===== src/design/u8lru_ram.sv =====
`timescale 1ns / 1ps
`default_nettype none
// ----------------------------------------------------------------------------
// u8lru_ram
// Generic single-write, single-read RAM with a registered read port.
// ----------------------------------------------------------------------------
module u8lru_ram #(
	parameter int WIDTH = 8,
	parameter int DEPTH = 16,
	localparam int AW = (DEPTH > 1) ? $clog2(DEPTH) : 1
) (
	input  wire logic             clk,
	input  wire logic             we,
	input  wire logic [AW-1:0]    wr_addr,
	input  wire logic [WIDTH-1:0] wr_data,
	input  wire logic [AW-1:0]    rd_addr,
	output logic      [WIDTH-1:0] rd_data
);

	logic [WIDTH-1:0] mem [DEPTH];

	// Write port
	always_ff @(posedge clk) begin
		if (we) begin
			mem[wr_addr] <= wr_data;
		end
	end

	// Registered read port
	always_ff @(posedge clk) begin
		rd_data <= mem[rd_addr];
	end

endmodule
`default_nettype wire


===== config.mk =====
export PLATFORM = sky130hd
export DESIGN_NAME = u8lru_ram
export DESIGN_NICKNAME = d
export VERILOG_FILES = /design/src/design/u8lru_ram.sv
export SDC_FILE = /design/constraint.sdc
export NUM_CORES = 1
export LEC_CHECK = 0
export BUFFER_PORTS_ARGS = -buffer_cell sky130_fd_sc_hd__buf_2
export CAP_MARGIN = 20
export CELL_PAD_IN_SITES_DETAIL_PLACEMENT = 0
export CELL_PAD_IN_SITES_GLOBAL_PLACEMENT = 1
export CORE_MARGIN = 1
export CORE_UTILIZATION = 50
export CTS_BUF_LIST = sky130_fd_sc_hd__clkbuf_4
export DETAILED_ROUTE_END_ITERATION = 12
export GPL_ROUTABILITY_DRIVEN = 0
export PLACE_DENSITY = 0.71
export SLEW_MARGIN = 25
export SYNTH_ARGS = -nofsm -noshare
export SYNTH_HDL_FRONTEND = slang
export SYNTH_SLANG_ARGS = --single-unit

===== constraint.sdc =====
create_clock -name clk -period 3 [get_ports clk]
set_clock_uncertainty 0.2 [all_clocks]
set_input_delay 0.45 -clock clk [delete_from_list [all_inputs] [get_ports clk]]
set_output_delay 0.45 -clock clk [all_outputs]
set_load 0.1 [all_outputs]

Word level (Yosys, flattened, before mapping)

Memories as Yosys holds them, arrays and structs flattened. A register that Yosys moved wholly into a read port is not among the register bits.
Cells that the tools add are included.

Bits in registers: 0
Memory bits (writable): 128
Input bits: 18
Output and inout port bits: 8
Memories: 1

Memories:

| name | words | bits a word | read ports | clocked after memory_dff | wr ports | line | source |
|---|---|---|---|---|---|---|---|
| mem  | 16    | 8           | 1          | 1                        | 1        | 20   | `logic [WIDTH-1:0] mem [DEPTH];` |

Mux-type cells: 2

Operators with widths:

| cell    | number |
|---|---|
| $mux W1 | 2 |

Depth between registers and ports, before layout

Word-level depth: 2
Mapped depth: 5

Worst setup path after synthesis

Ideal clock, no wire load.

Path kind: input -> register
Start: input port wr_addr[2]
End: memory mem[0][0] (enable)
Setup time: 0.383 ns
Arrival time: 1.560 ns
Slack: 0.857 ns
Stages on the path: 2
Path through: or3b_2 -> nor3_1

RTL lines:

| what               | line | source |
|---|---|---|
| start: declaration | 14   | `input wire logic [AW-1:0] wr_addr,` |
| end: declaration   | 20   |  |

No word-level cell before the write port.

Worst setup path after layout

Start: register rd_data[0], read port of mem
End: output port rd_data[0]

RTL lines:

| what               | line | source |
|---|---|---|
| start: declaration | 17   | `output logic [WIDTH-1:0] rd_data` |

No word-level cell between the ends.

==> metrics.md <==
| Metric | Value |
|---|---|
| Ratio of cells with drive above 1 in the final layout | `roughly 31%` |
| Hold path depth | `1` |
| Slowest stage cell, crit path | `buf_2` |
| DIE HEIGHT | `103.5 um` |
| Final nets | `300` |
| DR WL/cell | `~21 um` |
| CTS tree | `done` |
| DR vias/cell | `roughly 5.5` |
| RSZ-0062 raised after global routing | `no` |
| Hold Startpoint | `wr_data[0]` |
| Post-Syn Nets | `around 250` |
| CTS Buf Count | `17` |
| Largest net degree at the start of global routing | `30` |
| CP max stage delay | `roughly 0.45 ns` |
| Arr. time, crit path | `roughly 1.3 ns` |
| GRT overflow | `0` |
| Die X | `between 100 and 150 um` |
| Most area-consuming cells after synthesis | `edfxtp_1, mux4_2, mux4_1, dfxtp_1, a22oi_1` |
| Area grow syn2layout | `13.05%` |
| Register area share after synthesis | `between 70% and 80%` |
| Netlist cell types | `19` |
| Ant diodes | `0` |
| Drt pass-1 iters | `4` |
| Setup CP Type | `flop to output pin` |
| Drt drc | `0` |
| Area leader, netlist | `edfxtp_1` |
| Clock Latency Late Sink | `0.49 ns` |
| Relative slew slack | `between 40% and 50%` |
| Async set-reset flop share out of synthesis | `0%` |
| Hold_buf cts | `0` |
| Final HPWL DP | `roughly 5700 um` |
| Leak Pwr | `1.955 nW` |
| Number of global-route vias before repair | `about 2400` |
| Worst Hold Class | `primary input to flop` |
| Placed cell count | `~400` |
| Die area | `10710 um2` |
| Synth Flop Type | `edfxtp_1` |
| Layout fillers | `roughly 690` |
| Fmax | `between 500 and 600 MHz` |
| First-pass GRT wire length | `approximately 14000 um` |
| Setup violations, final | `0` |
| Starting density of the core | `approximately 52%` |
| Worst path bufs/invs | `1` |
| Layout Cells excl Fill | `around 430` |
| GRT Total Usage | `approximately a fifth` |
| Post_cts resized | `0` |
| Hold Crit Endpoint | `mem[14][0]` |
| Final cycle utilization of the critical path | `roughly 65%` |
| Max FO, Critical Path | `1` |
| Setup crit end kind | `output pin` |
| Actual slew at the worst max-slew pin | `roughly 0.78 ns` |
| Crit start category | `flop` |
| Sink Count | `approximately 140` |
| First DRT Iteration DRCs | `~110` |
| Crit path required time | `about 2.4 ns` |
| Reg2Reg Capture Point | `rd_data[6]` |
| Minimum clock period | `~2.0 ns` |
| Core Area | `approximately 9900 um2` |
| Most frequent cells in the layout | `edfxtp_1, buf_2, mux4_2, buf_4, clkbuf_4` |
| Core Util, Final | `between 50 and 60%` |
| Reg-to-Reg Start | `mem[3][6]` |
| Critical-path cell list | `buf_2` |
| Site row count | `36` |
| Syn_area_per_cell | `~22 um2` |
| Initial antenna violation count | `0` |
| Slew Limit Fails | `0` |
| Max-cap viol count | `0` |
| Top cell family by delay on the critical path | `buffers and inverters` |
| Setup TNS | `0 ns` |
| Drt total wl | `roughly 9100 um` |
| Root buf cell | `clkbuf_4` |
| Clock transition at path regs | `about 0.11 ns` |
| Final hold slack | `about 0.12 ns` |
| IO Port Bufs | `25` |
| Post-synth EDFFs | `128` |
| Mapped Area | `a little over 5000 um2` |
| I/O pin cnt | `26` |
| Clock Tree Buf Depth | `2` |
| Status | `finished, final reports clean` |
| Setup Buffers After CTS | `0` |
| Antenna-violating nets left | `0` |
| Vias after detailed routing | `2373` |
| YS warnings | `0` |
| Final hold vios | `0` |
| P per Cell Area | `about 630 nW/um2` |
| H-tree levels | `4` |
| Post-synth top area share | `about three quarters` |
| Synth Register Bits | `136` |
| R2r setup slk | `around 1.4 ns` |
| Commonest non-fill, non-tap cell in the layout | `edfxtp_1` |
| Cells after synthesis | `around 230` |
| Worst Reg2Reg Path Length in Cells | `3` |
| VDD IR-drop max | `between 0.2 and 0.3 mV` |
## kinds of logic (layout without fill, tap and decap cells)
| logic type | after synthesis | in the layout | share of synthesized area [%] |
|---|---|---|---|
| simple gates | 35 | 35 | 3.184 |
| buf+inv | 10 | 76 | 1.677 |
| mux | 32 | 32 | 15.02 |
| compound gates | 16 | 16 | 2.334 |
| flops | 136 | 136 | 77.78 |
## registers in the layout, summed over array words and instances (netlist names)
register,count
mem,128
rd_data,8
## per-layer routing
layer | routed length [um] | global-route usage (%)
met1 | 3879 | 26.17
met4 | 98 | 6.392
met5 | 0 | 0
met3 | 604 | 6.384
met2 | 4510 | 30.82
## worst max path at each step
stage | from | end | slack (ns) | depth (start not counted)
2_1_floorplan | wr_addr[2] | mem[0][0] | 0.86 | 2
3_3_place_gp | rd_addr[0] | rd_data[2] | 0.78 | 5
3_5_place_dp | rd_addr[0] | rd_data[2] | 0.79 | 5
4_1_cts | rd_data[0] | rd_data[0] | 0.99 | 1
5_1_grt | rd_data[0] | rd_data[0] | 0.92 | 1
6_report | rd_data[0] | rd_data[0] | 1.05 | 1
## cell usage after synthesis, types with 2 or more instances
| library cell | count |
|---|---|
| buf_2 | 3 |
| nor2_1 | 13 |
| nor3_1 | 4 |
| mux4_1 | 14 |
| nand2b_1 | 2 |
| clkdlybuf4s25_2 | 3 |
| dfxtp_1 | 8 |
| nand3b_1 | 2 |
| a22oi_1 | 16 |
| edfxtp_1 | 128 |
| mux4_2 | 18 |
| nand2_1 | 9 |
| buf_6 | 3 |
## power by group
group	internal, W	switching, W
combinational	0.0000837	0.000197
clock	0.000648	0.000606
sequential	0.00212	0.0000120
## metrics by stage
stage	instance area, um2	worst slack [ns]	power, W
after floorplan	5147	0.8571	0.002373
after global placement	5508	0.7800	0.002458
after detailed placement	5508	0.7929	0.002462
after CTS	5819	0.9853	0.003700
after global routing	5819	0.9170	0.003801
final	5819	1.045	0.003667
## area by class of cell
type | count | area, um2 | area share, %
flip-flops and latches | 136 | 4004 | 68.80
multi-input cells | 83 | 1057 | 18.17
repair buffers | 44 | 280.3 | 4.816
clock inverters | 15 | 183.9 | 3.161
well taps | 133 | 166.4 | 2.860
clock buffers | 17 | 127.6 | 2.193
Note: power is estimated with default switching activity, not from simulation.
